$ cat config.mk
export PLATFORM = sky130hd
export DESIGN_NAME = stq_ctrl
export DESIGN_NICKNAME = d
export VERILOG_FILES = /design/src/hdl/stq_pkg.sv /design/src/hdl/stq_ctrl.sv
export SDC_FILE = /design/constraint.sdc
export NUM_CORES = 2
export LEC_CHECK = 0
export BUFFER_PORTS_ARGS = -buffer_cell sky130_fd_sc_hd__buf_4
export CAP_MARGIN = 20
export CORE_UTILIZATION = 30
export DETAILED_ROUTE_END_ITERATION = 8
export SKIP_LAST_GASP = 1
export SLEW_MARGIN = 20
export SYNTH_ARGS = -nofsm -noshare
export SYNTH_HDL_FRONTEND = slang
export SYNTH_SLANG_ARGS = --single-unit
$ cat constraint.sdc
create_clock -name clk -period 6.75 [get_ports clk]
set_input_delay 1.0125 -clock clk [delete_from_list [all_inputs] [get_ports clk]]
set_output_delay 1.0125 -clock clk [all_outputs]
set_load 0.05 [all_outputs]
$ cat src/hdl/stq_pkg.sv
// ----------------------------------------------------------------------------
// stq_pkg
// Shared types and constants of the sorted timer event queue.
// ----------------------------------------------------------------------------
package stq_pkg;

	localparam int TIME_W   = 64;
	localparam int TAG_W    = 8;
	localparam int SECS_W   = 16;
	localparam int TPS_W    = 32;
	localparam int PROD_W   = SECS_W + TPS_W;

	localparam logic [TPS_W-1:0]  TPS_RESET = 32'd10000000;
	localparam logic [TIME_W-1:0] NO_EVENT  = {TIME_W{1'b1}};

	localparam logic ACT_ADD     = 1'b0;
	localparam logic ACT_SERVICE = 1'b1;

	typedef enum logic [1:0] {
		KIND_ADD,
		KIND_EARLY,
		KIND_FULL,
		KIND_EXPIRED
	} kind_t;

	typedef enum logic [2:0] {
		ST_IDLE,
		ST_MUL,
		ST_ADD,
		ST_INS,
		ST_SVC
	} state_t;

	typedef struct packed {
		logic              valid;
		logic [TIME_W-1:0] deadline;
		logic [TAG_W-1:0]  tag;
	} entry_t;

	typedef struct packed {
		logic              insert;
		logic              pop;
		logic [TIME_W-1:0] deadline;
		logic [TAG_W-1:0]  tag;
	} chain_cmd_t;

	typedef struct packed {
		entry_t first;
		entry_t second;
		logic   full;
	} head_t;

endpackage

$ cat src/hdl/stq_ctrl.sv
// ----------------------------------------------------------------------------
// stq_ctrl
// Sequencer of the queue: deadline arithmetic, insert and pop commands to the
// chain, and the registered result port.
// ----------------------------------------------------------------------------
module stq_ctrl (
	input  logic                        clk,
	input  logic                        arst_n,
	input  logic                        start,
	output logic                        busy,
	input  logic                        action,
	input  logic [stq_pkg::TIME_W-1:0]  now_time,
	input  logic [stq_pkg::SECS_W-1:0]  delay_seconds,
	input  logic [stq_pkg::TAG_W-1:0]   event_tag,
	input  logic                        cfg_we,
	input  logic [stq_pkg::TPS_W-1:0]   cfg_wdata,
	input  stq_pkg::head_t              head,
	output stq_pkg::chain_cmd_t         cmd,
	output logic                        done,
	output logic [1:0]                  result_kind,
	output logic [stq_pkg::TAG_W-1:0]   expired_tag,
	output logic [stq_pkg::TIME_W-1:0]  next_compare,
	output logic                        last_result
);

	stq_pkg::state_t state_q, state_d;

	logic [stq_pkg::TPS_W-1:0]  tps_q;
	logic [stq_pkg::TIME_W-1:0] now_q;
	logic [stq_pkg::SECS_W-1:0] secs_q;
	logic [stq_pkg::TAG_W-1:0]  tag_q;
	logic [stq_pkg::PROD_W-1:0] prod_q;
	logic [stq_pkg::TIME_W-1:0] dl_q;

	logic                       expire;
	logic                       res_we;
	stq_pkg::kind_t             res_kind;
	logic [stq_pkg::TAG_W-1:0]  res_tag;
	logic [stq_pkg::TIME_W-1:0] res_cmp;
	logic                       res_last;

	logic                       done_q;
	stq_pkg::kind_t             kind_q;
	logic [stq_pkg::TAG_W-1:0]  exp_tag_q;
	logic [stq_pkg::TIME_W-1:0] cmp_q;
	logic                       last_q;

	assign expire = head.first.valid && (head.first.deadline <= now_q);
	assign busy   = (state_q != stq_pkg::ST_IDLE);

	// next state
	always_comb begin
		state_d = state_q;
		unique case (state_q)
			stq_pkg::ST_IDLE: begin
				if (start) begin
					state_d = (action == stq_pkg::ACT_SERVICE) ? stq_pkg::ST_SVC
						: stq_pkg::ST_MUL;
				end
			end
			stq_pkg::ST_MUL: state_d = stq_pkg::ST_ADD;
			stq_pkg::ST_ADD: state_d = stq_pkg::ST_INS;
			stq_pkg::ST_INS: state_d = stq_pkg::ST_IDLE;
			stq_pkg::ST_SVC: state_d = expire ? stq_pkg::ST_SVC : stq_pkg::ST_IDLE;
			default:         state_d = stq_pkg::ST_IDLE;
		endcase
	end

	// chain commands and result
	always_comb begin
		cmd.insert   = 1'b0;
		cmd.pop      = 1'b0;
		cmd.deadline = dl_q;
		cmd.tag      = tag_q;
		res_we       = 1'b0;
		res_kind     = stq_pkg::KIND_ADD;
		res_tag      = '0;
		res_cmp      = stq_pkg::NO_EVENT;
		res_last     = 1'b0;
		unique case (state_q)
			stq_pkg::ST_INS: begin
				res_we   = 1'b1;
				res_last = 1'b1;
				if (head.full) begin
					res_kind = stq_pkg::KIND_FULL;
					res_cmp  = head.first.deadline;
				end else begin
					cmd.insert = 1'b1;
					if (!head.first.valid || (dl_q < head.first.deadline)) begin
						res_kind = stq_pkg::KIND_EARLY;
						res_cmp  = dl_q;
					end else begin
						res_cmp  = head.first.deadline;
					end
				end
			end
			stq_pkg::ST_SVC: begin
				res_we = 1'b1;
				if (expire) begin
					cmd.pop  = 1'b1;
					res_kind = stq_pkg::KIND_EXPIRED;
					res_tag  = head.first.tag;
					res_cmp  = head.second.valid ? head.second.deadline
						: stq_pkg::NO_EVENT;
				end else begin
					res_last = 1'b1;
					res_cmp  = head.first.valid ? head.first.deadline
						: stq_pkg::NO_EVENT;
				end
			end
			default: begin
			end
		endcase
	end

	always_ff @(posedge clk or negedge arst_n) begin
		if (!arst_n) begin
			state_q <= stq_pkg::ST_IDLE;
			tps_q   <= stq_pkg::TPS_RESET;
			done_q  <= 1'b0;
		end else begin
			state_q <= state_d;
			done_q  <= res_we;
			if (cfg_we) begin
				tps_q <= cfg_wdata;
			end
		end
	end

	always_ff @(posedge clk) begin
		if (start && !busy) begin
			now_q  <= now_time;
			secs_q <= delay_seconds;
			tag_q  <= event_tag;
		end
		prod_q <= stq_pkg::PROD_W'(secs_q) * stq_pkg::PROD_W'(tps_q);
		dl_q   <= now_q + stq_pkg::TIME_W'(prod_q);
		if (res_we) begin
			kind_q    <= res_kind;
			exp_tag_q <= res_tag;
			cmp_q     <= res_cmp;
			last_q    <= res_last;
		end
	end

	assign done         = done_q;
	assign result_kind  = kind_q;
	assign expired_tag  = exp_tag_q;
	assign next_compare = cmp_q;
	assign last_result  = last_q;

endmodule

==> impl_metrics.xml <==
<?xml version="1.0" encoding="UTF-8"?>
<metrics>
  <group name="sta">
    <metric name="finalSetupViolCount" unit="">0</metric>
    <metric name="tightest_slew" unit="ns">0.9606</metric>
    <metric name="layout_worst_path_cycle_share" unit="%">97.93</metric>
    <metric name="period_minus_slack" unit="ns">6.610</metric>
    <metric name="timing.slew.headroom" unit="%">35.46</metric>
    <metric name="layout_setup_ws" unit="ns">0.1397</metric>
    <metric name="final_max_slew_viol_count" unit="">0</metric>
    <metric name="final-hold-violation-count" unit="">0</metric>
    <metric name="rsz0062_at_grt" unit="">true</metric>
    <metric name="clock.fmax" unit="MHz">151.3</metric>
    <metric name="worst_clock_skew" unit="ns">0.01073</metric>
  </group>
  <group name="floorplan">
    <metric name="core_area" unit="mm2">0.1059</metric>
    <metric name="floorplan.die.height" unit="um">329.8</metric>
    <metric name="die_area" unit="mm2">0.1088</metric>
    <metric name="start_util" unit="%">30.45</metric>
    <metric name="standard_cell_row_count" unit="">119</metric>
    <metric name="floorplan.die.width" unit="um">329.8</metric>
    <metric name="i_o_pin_count" unit="">423</metric>
  </group>
  <group name="routing">
    <metric name="postRouteAntennaNets" unit="">0</metric>
    <metric name="route.vias.total" unit="">24120</metric>
    <metric name="route.detailed.drc" unit="">0</metric>
    <metric name="drt-pass1-iter-count" unit="">5</metric>
    <metric name="viasPerCell" unit="">4.637</metric>
    <metric name="route.final.wire_length" unit="um">92090</metric>
    <metric name="drt-initial-drc-count" unit="">1108</metric>
    <metric name="wl_per_cell" unit="um">17.70</metric>
  </group>
  <group name="global_routing">
    <metric name="maximum_number_of_pins_on_one_net_before_global_route_repair" unit="">65</metric>
    <metric name="grt_total_ovfl" unit="">0</metric>
    <metric name="grt.met3_usage" unit="%">2.270</metric>
    <metric name="grt_first_pass_wirelength" unit="um">142000</metric>
    <metric name="grt.met2_usage" unit="%">28.45</metric>
    <metric name="first_global_vias" unit="">25140</metric>
    <metric name="gr-usage-all-layers" unit="%">16.72</metric>
    <metric name="grt_antenna_before_repair" unit="">4</metric>
    <metric name="grt.met1_usage" unit="%">22.07</metric>
    <metric name="globalRoute.busiestLayer" unit="">met2</metric>
  </group>
  <group name="finish">
    <metric name="final-seq-area" unit="mm2">0.008050</metric>
    <metric name="flow.area_growth_from_synthesis" unit="%">22.13</metric>
    <metric name="multi_input_area" unit="mm2">0.02162</metric>
    <metric name="nFillCells" unit="">10530</metric>
    <metric name="drive_above_1_share" unit="%">20.69</metric>
    <metric name="finish.net_count" unit="">4763</metric>
  </group>
  <group name="critical_path">
    <metric name="worst_r2r_path_depth" unit="">26</metric>
    <metric name="crit_path_max_incr_delay" unit="ns">0.54</metric>
    <metric name="cpMaxStageDelayCell" unit="">sky130_fd_sc_hd__fa_2</metric>
    <metric name="critPathKind" unit="">register to register</metric>
    <metric name="crit-reg2reg-capture" unit="">prod_q[45]</metric>
    <metric name="worstPathRequired" unit="ns">7.26</metric>
    <metric name="cp-start-kind" unit="">register</metric>
    <metric name="timing.critical_path.to_type" unit="">register</metric>
    <metric name="critical_path_peak_fanout" unit="">5</metric>
    <metric name="rr_startpoint" unit="">secs_q[4]</metric>
    <metric name="cp.arrival" unit="ns">7.12</metric>
    <metric name="rrSetupSlack" unit="ns">0.14</metric>
  </group>
  <group name="synthesis">
    <metric name="synth-edff-count" unit="">163</metric>
    <metric name="post-synth-top-area-cell" unit="">sky130_fd_sc_hd__fa_1</metric>
    <metric name="postSynth.topFlopCell" unit="">sky130_fd_sc_hd__edfxtp_1</metric>
    <metric name="synthesis.instances" unit="">3313</metric>
    <metric name="synthesis.area_per_instance" unit="um2">9.731</metric>
    <metric name="synth_seq_area_share" unit="%">24.96</metric>
    <metric name="synth.area.top_cells" unit="">sky130_fd_sc_hd__fa_1 (26%), sky130_fd_sc_hd__edfxtp_1 (15%), sky130_fd_sc_hd__ha_1 (11%)</metric>
    <metric name="synth.top_cells.by_count" unit="">sky130_fd_sc_hd__inv_1 (615), sky130_fd_sc_hd__fa_1 (419), sky130_fd_sc_hd__nand2_1 (364)</metric>
    <metric name="post-synth-top-count-cell" unit="">sky130_fd_sc_hd__inv_1</metric>
    <metric name="post_synth_arst_share" unit="%">11.58</metric>
    <metric name="synth_nets" unit="">4299</metric>
    <metric name="syn-cell-area" unit="mm2">0.03224</metric>
    <metric name="synth.ff_latch_count" unit="">311</metric>
    <metric name="synthesis.yosys.warnings" unit="">0</metric>
    <metric name="netlist-cell-type-count" unit="">77</metric>
    <metric name="synth_top_area_share" unit="%">26.02</metric>
  </group>
  <group name="cts">
    <metric name="tritoncts" unit="">yes</metric>
    <metric name="max-clock-path-buffers" unit="">3</metric>
    <metric name="cts-buffers-inserted" unit="">40</metric>
    <metric name="cts_root_buf" unit="">sky130_fd_sc_hd__clkbuf_16</metric>
    <metric name="ctsHtreeMaxLevel" unit="">2</metric>
    <metric name="clkTransAtPathRegs" unit="ns">0.06</metric>
    <metric name="clock_sinks" unit="">311</metric>
    <metric name="clock_latency" unit="ns">0.58</metric>
    <metric name="cts-hold-fix-buffers" unit="">0</metric>
  </group>
  <group name="place">
    <metric name="dpl.hpwl" unit="um">76380</metric>
    <metric name="placement.io_buffers" unit="">414</metric>
    <metric name="finalWeightedCongestion" unit="">0.8754</metric>
    <metric name="dp_slack" unit="ns">-0.04877</metric>
  </group>
  <group name="min_path">
    <metric name="hold_class" unit="">input pin to asynchronous set/reset pin</metric>
  </group>
  <group name="flow_run">
    <metric name="max_cap_viols" unit="">0</metric>
  </group>
  <group name="outcome">
    <metric name="run_status" unit="">finished clean</metric>
  </group>
</metrics>
cells in the final DEF, fill, tap and decap left out, types with 21 or more instances in the layout:
master                      count
sky130_fd_sc_hd__nor2_1       209
sky130_fd_sc_hd__nand4_1       42
sky130_fd_sc_hd__o21ai_0       47
sky130_fd_sc_hd__a21oi_1      102
sky130_fd_sc_hd__nor3_1        21
sky130_fd_sc_hd__nand3_1       32
sky130_fd_sc_hd__dfxtp_1      112
sky130_fd_sc_hd__nand2_1      360
sky130_fd_sc_hd__clkbuf_16     43
sky130_fd_sc_hd__xor2_1        35
sky130_fd_sc_hd__inv_1        608
sky130_fd_sc_hd__xnor2_1       69
sky130_fd_sc_hd__ha_1         286
sky130_fd_sc_hd__a21o_1       103
sky130_fd_sc_hd__fa_1         413
sky130_fd_sc_hd__and2_1       223
sky130_fd_sc_hd__o22ai_2       60
sky130_fd_sc_hd__dfrtp_1       26
sky130_fd_sc_hd__mux2_2        32
sky130_fd_sc_hd__edfxtp_1     163
sky130_fd_sc_hd__buf_4        526
timing repair:
action                                  4_1_cts  5_1_grt
buffers inserted                              1       12
gates resized for setup                       2       67
pin swaps                                     2       39
gates cloned                                  0        2
endpoints found under the setup margin        1       11
how the worst max path moves through the flow:
stage / start / endpoint / cells after the start
after CTS: tps_q[7] / prod_q[45] / 25
after detailed placement: tps_q[7] / prod_q[45] / 25
final: secs_q[4] / prod_q[45] / 26
after floorplan: tps_q[7] / prod_q[45] / 25
after global placement: tps_q[7] / prod_q[45] / 25
after global routing: secs_q[4] / prod_q[45] / 26
cells by family after synthesis:
| kind of cell | count (synthesis) | share of synthesized area [%] |
|---|---|---|
| muxes | 32 | 1.118 |
| and+or+nand+nor | 971 | 14.29 |
| adders and majority gates | 714 | 37.47 |
| xor gates and xnor gates | 104 | 2.825 |
| AOI/OAI and AO/OA | 441 | 10.39 |
| buffers and inverters | 740 | 8.957 |
| DFF | 311 | 24.96 |
state kept, by name, summed over array words and instances (netlist names):
name          cells
dl_q             64
next_compare     64
now_q            64
prod_q           48
tps_q            32
secs_q           16
expired_tag       8
tag_q             8
state_q           3
result_kind       2
done              1
last_result       1
per-stage QoR:
stage | area, um2 | std cells | hold WS [ns] | setup TNS, ns | util [%]
global route | 39370 | 5201 | 0.4525 | -0.1520 | 37.19
global placement | 37520 | 5111 | 0.4747 | -0.03333 | 35.45
CTS | 38900 | 5186 | 0.4289 | 0 | 36.75
finish | 39380 | 5202 | 0.4499 | 0 | 37.19
detailed placement | 37520 | 5111 | 0.4824 | -0.04877 | 35.45
floorplan | 32240 | 3313 | 0.4200 | 0 | -
worst max-delay path, delay by kind of cell (launching register included):
| kind | cells | cell delay, ns |
|---|---|---|
| flops | 1 | 0.44 |
| buf+inv | 7 | 0.68 |
| simple gates | 5 | 0.57 |
| xor+xnor | 1 | 0.17 |
| compound gates | 6 | 1.39 |
| fa+ha+maj | 7 | 3.27 |
area by class of cell:
cell class	count	share of cell area, %
inverter	615	5.863
sequential	311	20.44
tap	1391	4.420
antenna	2	0.01271
timing repair buffer	547	10.92
clock inverter	25	0.7340
clock buffer	49	2.707
multi-input combinational	2262	54.90
layer usage:
layer / wire, um / share of wire (%)
met3: 4345 / 4.7
met2: 44110 / 48
met4: 2398 / 2.6
met1: 41210 / 45
met5: 23 / 0.025
Power is left out: the tool's default activity adds up to more than one toggle a clock period on the data nets, which glitch-free logic cannot reach.
