File: src/hdl/stq_pkg.sv
// ----------------------------------------------------------------------------
// stq_pkg
// Shared types and constants of the sorted timer event queue.
// ----------------------------------------------------------------------------
package stq_pkg;

	localparam int TIME_W   = 64;
	localparam int TAG_W    = 8;
	localparam int SECS_W   = 16;
	localparam int TPS_W    = 32;
	localparam int PROD_W   = SECS_W + TPS_W;

	localparam logic [TPS_W-1:0]  TPS_RESET = 32'd10000000;
	localparam logic [TIME_W-1:0] NO_EVENT  = {TIME_W{1'b1}};

	localparam logic ACT_ADD     = 1'b0;
	localparam logic ACT_SERVICE = 1'b1;

	typedef enum logic [1:0] {
		KIND_ADD,
		KIND_EARLY,
		KIND_FULL,
		KIND_EXPIRED
	} kind_t;

	typedef enum logic [2:0] {
		ST_IDLE,
		ST_MUL,
		ST_ADD,
		ST_INS,
		ST_SVC
	} state_t;

	typedef struct packed {
		logic              valid;
		logic [TIME_W-1:0] deadline;
		logic [TAG_W-1:0]  tag;
	} entry_t;

	typedef struct packed {
		logic              insert;
		logic              pop;
		logic [TIME_W-1:0] deadline;
		logic [TAG_W-1:0]  tag;
	} chain_cmd_t;

	typedef struct packed {
		entry_t first;
		entry_t second;
		logic   full;
	} head_t;

endpackage

File: src/hdl/stq_cell.sv
// ----------------------------------------------------------------------------
// stq_cell
// One slot of the sorted chain: holds an event, takes the new event or its
// left neighbor on insert, takes its right neighbor on pop.
// ----------------------------------------------------------------------------
module stq_cell (
	input  logic               clk,
	input  logic               arst_n,
	input  stq_pkg::chain_cmd_t cmd,
	input  stq_pkg::entry_t    prev_entry,
	input  logic               prev_take,
	input  stq_pkg::entry_t    next_entry,
	output stq_pkg::entry_t    entry,
	output logic               take
);

	logic                      valid_q;
	logic [stq_pkg::TIME_W-1:0] deadline_q;
	logic [stq_pkg::TAG_W-1:0]  tag_q;

	// slot is empty or holds a later deadline than the new event
	assign take = !valid_q || (deadline_q > cmd.deadline);

	assign entry.valid    = valid_q;
	assign entry.deadline = deadline_q;
	assign entry.tag      = tag_q;

	always_ff @(posedge clk or negedge arst_n) begin
		if (!arst_n) begin
			valid_q <= 1'b0;
		end else if (cmd.pop) begin
			valid_q <= next_entry.valid;
		end else if (cmd.insert && take) begin
			valid_q <= prev_take ? prev_entry.valid : 1'b1;
		end
	end

	always_ff @(posedge clk) begin
		if (cmd.pop) begin
			deadline_q <= next_entry.deadline;
			tag_q      <= next_entry.tag;
		end else if (cmd.insert && take) begin
			if (prev_take) begin
				deadline_q <= prev_entry.deadline;
				tag_q      <= prev_entry.tag;
			end else begin
				deadline_q <= cmd.deadline;
				tag_q      <= cmd.tag;
			end
		end
	end

endmodule

File: config.mk
export PLATFORM = sky130hd
export DESIGN_NAME = stq_cell
export DESIGN_NICKNAME = d
export VERILOG_FILES = /design/src/hdl/stq_pkg.sv /design/src/hdl/stq_cell.sv
export SDC_FILE = /design/constraint.sdc
export NUM_CORES = 1
export LEC_CHECK = 0
export BUFFER_PORTS_ARGS = -buffer_cell sky130_fd_sc_hd__buf_2
export CAP_MARGIN = 15
export CORE_AREA = 2 2 115 117
export CTS_BUF_LIST = sky130_fd_sc_hd__clkbuf_16
export CTS_CLUSTER_SIZE = 8
export DETAILED_ROUTE_END_ITERATION = 12
export DIE_AREA = 0 0 117 119
export PLACE_DENSITY = 0.77
export SLEW_MARGIN = 20
export SYNTH_ARGS = -nofsm -noshare
export SYNTH_HDL_FRONTEND = slang
export SYNTH_SLANG_ARGS = --single-unit
File: constraint.sdc
create_clock -name clk -period 16.7 [get_ports clk]
set_input_delay 1.67 -clock clk [delete_from_list [all_inputs] [get_ports clk]]
set_output_delay 1.67 -clock clk [all_outputs]
set_load 0.02 [all_outputs]
==> impl_metrics.py, run 1 <==
metrics = {
    "synth": {
        "synth_ff_type": "edfxtp_1",
        "synth.top_cell.area_share_pct": 40.30,
        "synth-edff-count": 72,
        "yosysMostFrequentCell": "nand2_1",
        "ys_seq_elements": 73,
        "ys_types": 34,
        "syn_inst": 560,
        "ys_warn_count": 0,
        "synthTopCellsByCount": "89 x nand2_1, 79 x o21ai_0, 72 x edfxtp_1, 72 x mux2i_1, 70 x inv_1",
        "ys_top_cells_by_area": "edfxtp_1 40%, ha_1 15%, mux2i_1 13%",
        "yosys.area.top_type": "edfxtp_1",
        "syn_area_per_cell_sq_um": 9.581,
        "syn-cell-area_sq_mm": 0.005365,
        "syn-num-nets": 847,
        "synthArstFlopShare_pct": 1.370,
        "ys_seq_area_share_pct": 40.76,
    },
    "clock_tree": {
        "cts_resized": 0,
        "clk_pin_slew_ns": 0.05,
        "cts_buffer_depth": 2,
        "cts_root_buf": "clkbuf_16",
        "insertion_delay_ns": 0.34,
        "postCtsHoldBufs": 0,
        "cts-htree-levels": 3,
        "cts_post_setup_buffers_inserted": 0,
        "clock_sinks": 73,
        "numCtsBuffers": 9,
        "cts_tree": "built",
    },
    "routing": {
        "drtPass1Iterations": 4,
        "wire_per_inst_um": 14.86,
        "ant_nets": 0,
        "drc": 0,
        "drt_iter0_drc": 249,
        "wl_um": 15250,
        "vias": 5113,
        "vias_per_cell": 4.983,
    },
    "placed_design": {
        "dp.cells": 1010,
        "port_buffers": 296,
        "post-place-ws_ns": 11.08,
        "place_congestion": 0.8250,
        "hpwl_um": 12380,
    },
    "global_routing": {
        "track_usage_pct": 21.74,
        "grt_pass1_wl_um": 23330,
        "grtUsageMet1_pct": 25.59,
        "grt_use_met3_pct": 3.410,
        "grt.met2_usage_pct": 38.98,
        "overflow": 0,
        "grt_max_degree": 77,
        "antenna_found_initial": 0,
        "top_usage_layer": "met2",
        "grt_pass1_vias": 4891,
    },
    "timing": {
        "worst_pin_slew_ns": 0.9891,
        "fin_hold_ws_ns": 0.7809,
        "relSlewSlack_pct": 34.06,
        "slew_violations": 0,
        "fmax_mhz": 178.7,
        "rsz0062_at_grt": "no",
        "setup_ws_ns": 11.10,
        "period_minus_slack_ns": 5.596,
        "finalCritPeriodShare_pct": 33.51,
        "skew_ns": 0.008657,
        "tns_ns": 0,
        "hold_viol_final": 0,
        "setup_viol": 0,
    },
    "floorplan": {
        "initial_core_util_pct": 41.67,
        "pin_count": 297,
        "dieArea_sq_mm": 0.01392,
        "num_rows": 42,
        "chipWidth_um": 117,
        "core_area_sq_mm": 0.01287,
        "die_h_um": 119,
    },
    "pwr": {
        "intPower_mw": 0.4176,
        "switchingPower_mw": 0.1942,
        "p_leak_nw": 3.838,
        "p_comb_share_pct": 29.4,
        "power_density_mw_per_mm2": 83.89,
        "p_sw_share_pct": 31.75,
        "vdd_drop_max_mv": 0.04546,
        "finalPower_mw": 0.6118,
        "pwr-share-seq_pct": 39.6,
        "clkPwrFrac_pct": 31.0,
    },
    "worst_hold_path": {
        "holdCritPathClass": "register to register",
        "hold_depth": 2,
    },
    "run_status": {
        "status": "complete, no violations",
    },
    "finish": {
        "antenna_cells": 0,
        "syn_to_final_growth_pct": 35.94,
        "finalNonFillerCells": 1026,
        "drive_above_1_share_pct": 37.65,
        "fin_nets": 1132,
    },
    "setup_path": {
        "rr_worst_depth": 9,
        "crit_fanout": 3,
        "startpoint_type": "primary input",
        "arrival_ns": 3.93,
        "critPathCaptureType": "output port",
        "worstSetupPathType": "primary input to output port",
        "crit_required_ns": 15.03,
        "reg2reg_slack_ns": 13.15,
    },
    "flow_run": {
        "maxCapViolations": 0,
    },
}
critical path, stage by stage:
cell and delay, ns:
buf_2 0.09, inv_1 0.04, ha_1 0.31, a21oi_1 0.15
o21ai_0 0.13, a211oi_1 0.36, o22ai_1 0.13, or3_1 0.39
a221oi_2 0.34, o21ai_0 0.14, buf_2 0.18
worst paths after layout:
kind | from | endpoint
max | cmd[27] | take
min | valid_q | valid_q
max reg2reg | deadline_q[61] | deadline_q[9]
min reg2reg | valid_q | valid_q
max in group asynchronous | arst_n | valid_q
min in group asynchronous | arst_n | valid_q
layout by cell type, fill, tap and decap left out, types with 2 or more instances in the layout:
master     synthesis  final
nand4_1           17     17
nor3_1             5      5
o21ai_0           79     79
a21o_1             4      4
ha_1              64     64
nand3_1            8      8
o22ai_1            2      2
clkinv_2           0      4
nor2_1             4      4
inv_1             70     70
a21oi_1           26     26
buf_2              6    294
nand2_1           89     89
clkbuf_16          0      9
a221oi_1           2      2
buf_4              1      5
a221oi_2           2      2
edfxtp_1          72     72
nor4_1             4      4
mux2i_1           72     72
registers in the layout, indices dropped and copies added (netlist names):
name / count
tag_q: 8
deadline_q: 64
valid_q: 1
layer usage:
layer / wire length [um] / share of wire [%]
met5: 0 / 0
met4: 379 / 2.5
met3: 833 / 5.5
met2: 7772 / 51
met1: 6260 / 41
cells by family after synthesis:
logic type / share of synthesized area (%)
muxes: 13.43
adders and majority gates: 14.93
and+or+nand+nor: 11.22
AOI/OAI and AO/OA: 12.80
buffers and inverters: 6.856
DFF: 40.76
through the flow:
| step | cell area (sq um) | utilization [%] |
|---|---|---|
| 2_1_floorplan | 5365 | - |
| 3_3_place_gp | 7007 | 54.42 |
| 3_5_place_dp | 7007 | 54.42 |
| 4_1_cts | 7293 | 56.65 |
| 5_1_grt | 7293 | 56.65 |
| 6_report | 7293 | 56.65 |
power groups by stage:
| stage | Clock [mW] | Sequential (mW) | Combinational [mW] |
|---|---|---|---|
| 4_1_cts | 0.193 | 0.243 | 0.182 |
| 2_1_floorplan | 0 | 0.275 | 0.0793 |
| 3_3_place_gp | 0 | 0.245 | 0.178 |
| 5_1_grt | 0.202 | 0.245 | 0.201 |
| 3_5_place_dp | 0 | 0.246 | 0.181 |
| 6_report | 0.190 | 0.242 | 0.180 |
area by class of cell:
type	instances	area [sq um]
Clock buffer	9	225.2
Sequential cell	73	2187
Inverter	70	262.8
Clock inverter	7	61.31
Tap cell	176	220.2
Fill cell	1164	5582
Multi-Input combinational cell	392	2828
Timing Repair Buffer	299	1509
(Power assumes the default switching activity.)
==> run 2: changes to the inputs <==
Settings changed: CORE_AREA 2 2 115 117 to not set, CORE_MARGIN set to 2, CORE_UTILIZATION set to 41, DIE_AREA 0 0 117 119 to not set, PLACE_DENSITY 0.77 to 0.78.
Clock period 16.7 ns to 4.7 ns, I/O delays scaled along.
==> impl_metrics.py, run 2 (synthesis gave the netlist of run 1 again) <==
metrics = {
    "clock_tree": {
        "clk_pin_slew_ns": 0.06,
        "cts_post_setup_buffers_inserted": 0,
        "postCtsHoldBufs": 1,
        "cts-htree-levels": 3,
        "cts_buffer_depth": 2,
        "cts_root_buf": "clkbuf_16",
        "clock_sinks": 73,
        "numCtsBuffers": 9,
        "cts_resized": 0,
        "insertion_delay_ns": 0.33,
        "cts_tree": "built",
    },
    "global_routing": {
        "grt_pass1_wl_um": 24590,
        "overflow": 0,
        "track_usage_pct": 22.05,
        "antenna_found_initial": 0,
        "grt_max_degree": 78,
        "grt_pass1_vias": 5045,
    },
    "setup_path": {
        "crit_required_ns": 4.65,
        "rr_worst_depth": 9,
        "crit_fanout": 72,
        "arrival_ns": 3.38,
        "worstSetupPathType": "register to register",
        "crit_chain": "ha_1 -> nand4_1 -> nor4_2 -> nand3_1 -> nor3_1 -> or3_1 -> a221oi_2 -> o221ai_4 -> buf_4",
        "path_depth": 9,
        "cp.buffers_inverters": 1,
        "slowest_delay_ns": 0.76,
        "crit_start": "deadline_q[62]",
        "cp-endpoint": "deadline_q[29]",
        "reg2reg_from": "deadline_q[62]",
        "critPathCaptureType": "register",
        "worst_path_max_delay_cell": "buf_4",
        "reg2reg_slack_ns": 1.27,
        "startpoint_type": "register",
        "crit_family": "simple AND/OR/NAND/NOR gates",
        "r2r-end": "deadline_q[29]",
    },
    "worst_hold_path": {
        "hp-start": "next_entry[7]",
        "holdCritPathClass": "primary input to register",
    },
    "routing": {
        "wl_met3_um": 1015,
        "wire_per_inst_um": 15.24,
        "vias_per_cell": 5.012,
        "drt_iter0_drc": 199,
        "ant_nets": 0,
        "vias": 5122,
        "highest_layer": "met4",
        "met2_length_um": 7850,
        "drc": 0,
        "wl_met1_um": 6417,
        "wl_um": 15570,
        "drtPass1Iterations": 5,
    },
    "timing": {
        "hold_viol_final": 0,
        "skew_ns": 0.008218,
        "setup_ws_ns": 1.266,
        "rsz0062_at_grt": "no",
        "tns_ns": 0,
        "setup_viol": 0,
        "period_minus_slack_ns": 3.434,
        "relSlewSlack_pct": 37.55,
        "slew_violations": 0,
        "fmax_mhz": 291.2,
        "finalCritPeriodShare_pct": 73.07,
        "worst_pin_slew_ns": 0.9367,
    },
    "pwr": {
        "pwr-share-seq_pct": 39.1,
        "switchingPower_mw": 0.6765,
        "finalPower_mw": 2.210,
        "p_leak_nw": 3.849,
        "power_density_mw_per_mm2": 302.3,
        "p_sw_share_pct": 30.61,
        "clkPwrFrac_pct": 31.7,
        "vdd_drop_max_mv": 0.1983,
        "p_comb_share_pct": 29.1,
        "intPower_mw": 1.534,
    },
    "placed_design": {
        "dp.cells": 1006,
        "post-place-ws_ns": 1.039,
        "port_buffers": 296,
        "place_congestion": 0.8744,
        "hpwl_um": 12740,
    },
    "floorplan": {
        "die_h_um": 118.4,
        "chipWidth_um": 118.4,
        "initial_core_util_pct": 42.17,
        "pin_count": 297,
        "core_area_sq_mm": 0.01272,
        "dieArea_sq_mm": 0.01402,
        "num_rows": 41,
    },
    "finish": {
        "finalNonFillerCells": 1022,
        "antenna_cells": 0,
        "reg.largest.list": "deadline_q: 64 flops, tag_q: 8 flops, valid_q: 1 flops",
        "drive_above_1_share_pct": 37.18,
        "fin_nets": 1133,
        "largest_reg_flops": 64,
        "multiInputGateArea_sq_mm": 0.002828,
        "top_register": "deadline_q",
        "final_common_cell": "buf_2",
        "syn_to_final_growth_pct": 36.29,
        "ff_latch_area_sq_mm": 0.002187,
        "n_fill_cell": 1176,
        "layout_common_cells": "294 x buf_2, 89 x nand2_1, 79 x o21ai_0",
    },
    "flow_run": {
        "maxCapViolations": 0,
    },
    "run_status": {
        "status": "complete, no violations",
    },
}
## run 2: worst register-to-register path, stage by stage (launching register included)
cell and delay, ns:
edfxtp_1 0.42, ha_1 0.32, nand4_1 0.23, nor4_2 0.47
nand3_1 0.20, nor3_1 0.25, or3_1 0.15, a221oi_2 0.06
o221ai_4 0.17, buf_4 0.76
## run 2: through the flow
| step | utilization (%) | cell area, sq um | hold slack (ns) |
|---|---|---|---|
| after floorplan | - | 5371 | 0.1744 |
| after global placement | 55.04 | 7002 | 0.2455 |
| after detailed placement | 55.04 | 7002 | 0.2464 |
| after CTS | 57.47 | 7312 | 0.4038 |
| after global routing | 57.47 | 7312 | 0.4144 |
| final | 57.47 | 7312 | 0.4160 |
## run 2: power groups by stage
stage	registers [mW]	clock network [mW]	logic (mW)
floorplan	0.973	0	0.283
global placement	0.874	0	0.635
detailed placement	0.878	0	0.647
CTS	0.865	0.718	0.649
global route	0.875	0.748	0.716
finish	0.865	0.702	0.644
## run 2: worst min path at each step
stage | cells after the start | slack (ns) | end
after detailed placement | 1 | 0.25 | valid_q
after CTS | 3 | 0.40 | deadline_q[6]
after global placement | 1 | 0.25 | valid_q
final | 3 | 0.42 | tag_q[7]
after floorplan | 0 | 0.17 | valid_q
after global routing | 3 | 0.41 | deadline_q[21]
## run 2: layout make-up
class / instances / area share (%)
clock buffer: 9 / 3.080
tap: 172 / 2.943
multi-input combinational: 392 / 38.67
clock inverter: 6 / 1.027
inverter: 70 / 3.593
timing repair buffer: 300 / 20.77
sequential: 73 / 29.91
## run 2: metal layers
metal	track usage (%)	vias to the layer above
met2	39.20	182
li1	-	2585
met1	25.78	2335
met5	0	-
met4	7.515	0
met3	5.550	20
==> run 3: changes to the inputs <==
Clock period 4.7 ns to 2.8 ns, I/O delays scaled along.
==> impl_metrics.py, run 3 (synthesis gave the netlist of run 1 again) <==
metrics = {
    "timing": {
        "setup_viol": 28,
        "rsz0062_at_grt": "yes",
        "skew_ns": 0.01101,
        "fmax_mhz": 341.7,
        "worst_pin_slew_ns": 0.4481,
        "slew_violations": 0,
        "hold_viol_final": 0,
        "period_minus_slack_ns": 2.927,
        "relSlewSlack_pct": 70.13,
        "finalCritPeriodShare_pct": 104.5,
        "setup_ws_ns": -0.1269,
    },
    "setup_path": {
        "crit_required_ns": 2.52,
        "critPathCaptureType": "output port",
        "crit_top_cell": "a221oi_2",
        "reg2reg_from": "deadline_q[25]",
        "crit_chain": "ha_1 -> nand4_1 -> inv_1 -> a221oi_2 -> nor3_2 -> or3_1 -> a221oi_2 -> buf_4 -> o21ai_2 -> buf_6",
        "worstSetupPathType": "register to output port",
        "rr_worst_depth": 11,
        "worst_path_max_delay_cell": "edfxtp_1",
        "crit_family": "compound AO/OA/AOI/OAI gates",
        "slowest_delay_ns": 0.40,
        "crit_fanout": 3,
        "cp.buffers_inverters": 3,
        "startpoint_type": "register",
        "reg2reg_slack_ns": -0.03,
        "r2r-end": "deadline_q[53]",
        "arrival_ns": 2.65,
    },
    "finish": {
        "syn_to_final_growth_pct": 45.20,
        "largest_reg_flops": 64,
        "n_fill_cell": 1134,
        "top_register": "deadline_q",
        "final_common_cell": "buf_2",
        "fin_area_sq_mm": 0.007790,
        "post-route-util_pct": 61.23,
        "drive_above_1_share_pct": 42.09,
        "layout_common_cells": "293 x buf_2, 88 x nand2_1, 76 x o21ai_0",
        "fin_nets": 1154,
        "antenna_cells": 0,
        "reg.largest.list": "deadline_q: 64 flops, tag_q: 8 flops, valid_q: 1 flops",
        "finalNonFillerCells": 1044,
    },
    "pwr": {
        "finalPower_mw": 3.838,
        "p_leak_nw": 4.004,
        "power_density_mw_per_mm2": 492.7,
        "vdd_drop_max_mv": 0.2917,
    },
    "global_routing": {
        "antenna_found_initial": 0,
        "grt_max_degree": 101,
        "grt_pass1_wl_um": 25700,
        "track_usage_pct": 23.12,
        "overflow": 0,
        "grt_pass1_vias": 5258,
    },
    "routing": {
        "wl_um": 16680,
        "wire_per_inst_um": 15.98,
        "drt_iter0_drc": 240,
        "drc": 0,
        "vias_per_cell": 5.055,
        "ant_nets": 0,
        "drtPass1Iterations": 5,
        "vias": 5277,
    },
    "floorplan": {
        "core_area_sq_mm": 0.01272,
        "dieArea_sq_mm": 0.01402,
        "die_h_um": 118.4,
        "pin_count": 297,
        "chipWidth_um": 118.4,
        "num_rows": 41,
        "initial_core_util_pct": 42.17,
    },
    "placed_design": {
        "place_congestion": 0.8055,
        "post-place-ws_ns": -0.05894,
        "hpwl_um": 12940,
        "dp.cells": 1015,
        "port_buffers": 296,
        "placed_area_sq_mm": 0.007144,
    },
    "flow_run": {
        "maxCapViolations": 0,
    },
    "clock_tree": {
        "clock_sinks": 73,
        "cts-htree-levels": 3,
        "cts_buffer_depth": 2,
        "numCtsBuffers": 9,
        "cts_root_buf": "clkbuf_16",
        "clk_pin_slew_ns": 0.06,
        "cts_tree": "built",
        "insertion_delay_ns": 0.34,
    },
    "run_status": {
        "violations": "setup timing",
        "status": "finished, violations left",
    },
    "worst_hold_path": {
        "holdCritPathClass": "primary input to register",
        "hp-start": "next_entry[5]",
        "min_to": "tag_q[5]",
        "hold_depth": 3,
    },
}
==> run 3: what timing repair did <==
item | CTS | global route
buffers inserted | 5 | 5
hold buffers | 1 | 0
gates cloned | 0 | 2
pin swaps | 17 | 7
gates resized for setup | 27 | 7
hold endpoints to repair | 1 | 0
endpoints found under the setup margin | 73 | 73
==> run 3: how the worst max path moves through the flow <==
stage / cells after the start / slack, ns / start / endpoint
after CTS: 10 / -0.06 / deadline_q[58] / take
after floorplan: 8 / -0.67 / deadline_q[62] / deadline_q[0]
after global placement: 12 / -0.01 / cmd[31] / take
after detailed placement: 12 / -0.06 / cmd[31] / take
after global routing: 10 / -0.24 / deadline_q[25] / take
final: 10 / -0.13 / deadline_q[25] / take
==> run 3: through the flow <==
stage	TNS, ns	hold slack (ns)
2_1_floorplan	-48.30	-0.01559
3_3_place_gp	-0.01190	0.05470
3_5_place_dp	-2.019	0.06301
4_1_cts	-0.05602	0.2061
5_1_grt	-10.61	0.2159
6_report	-0.7566	0.2179
==> run 3: routing by layer <==
metal	vias up	GRT usage, %	wire (um)
li1	2632	-	-
met1	2422	25.90	6661
met2	194	42.59	8704
met3	29	4.778	942
met4	0	9.152	376
met5	-	0	0
==> run 3: layout make-up <==
class / instances / area [sq um] / share of cell area (%)
multi-input combinational: 392 / 3067 / 39.37
sequential: 73 / 2187 / 28.08
timing repair buffer: 321 / 1772 / 22.74
inverter: 70 / 262.8 / 3.373
clock buffer: 9 / 225.2 / 2.891
tap: 172 / 215.2 / 2.763
clock inverter: 7 / 61.31 / 0.7870
==> run 3: where the power goes <==
part / switching (mW) / internal, mW
clock: 0.458 / 0.681
combinational: 0.697 / 0.545
sequential: 0.0820 / 1.38
total: 1.24 / 2.60
==> run 3: tightest hold or removal path, delay by kind of cell <==
| kind | cells | cell delay [ns] |
|---|---|---|
| buf+inv | 1 | 0.07 |
| compound gates | 1 | 0.06 |
| simple gates | 1 | 0.04 |
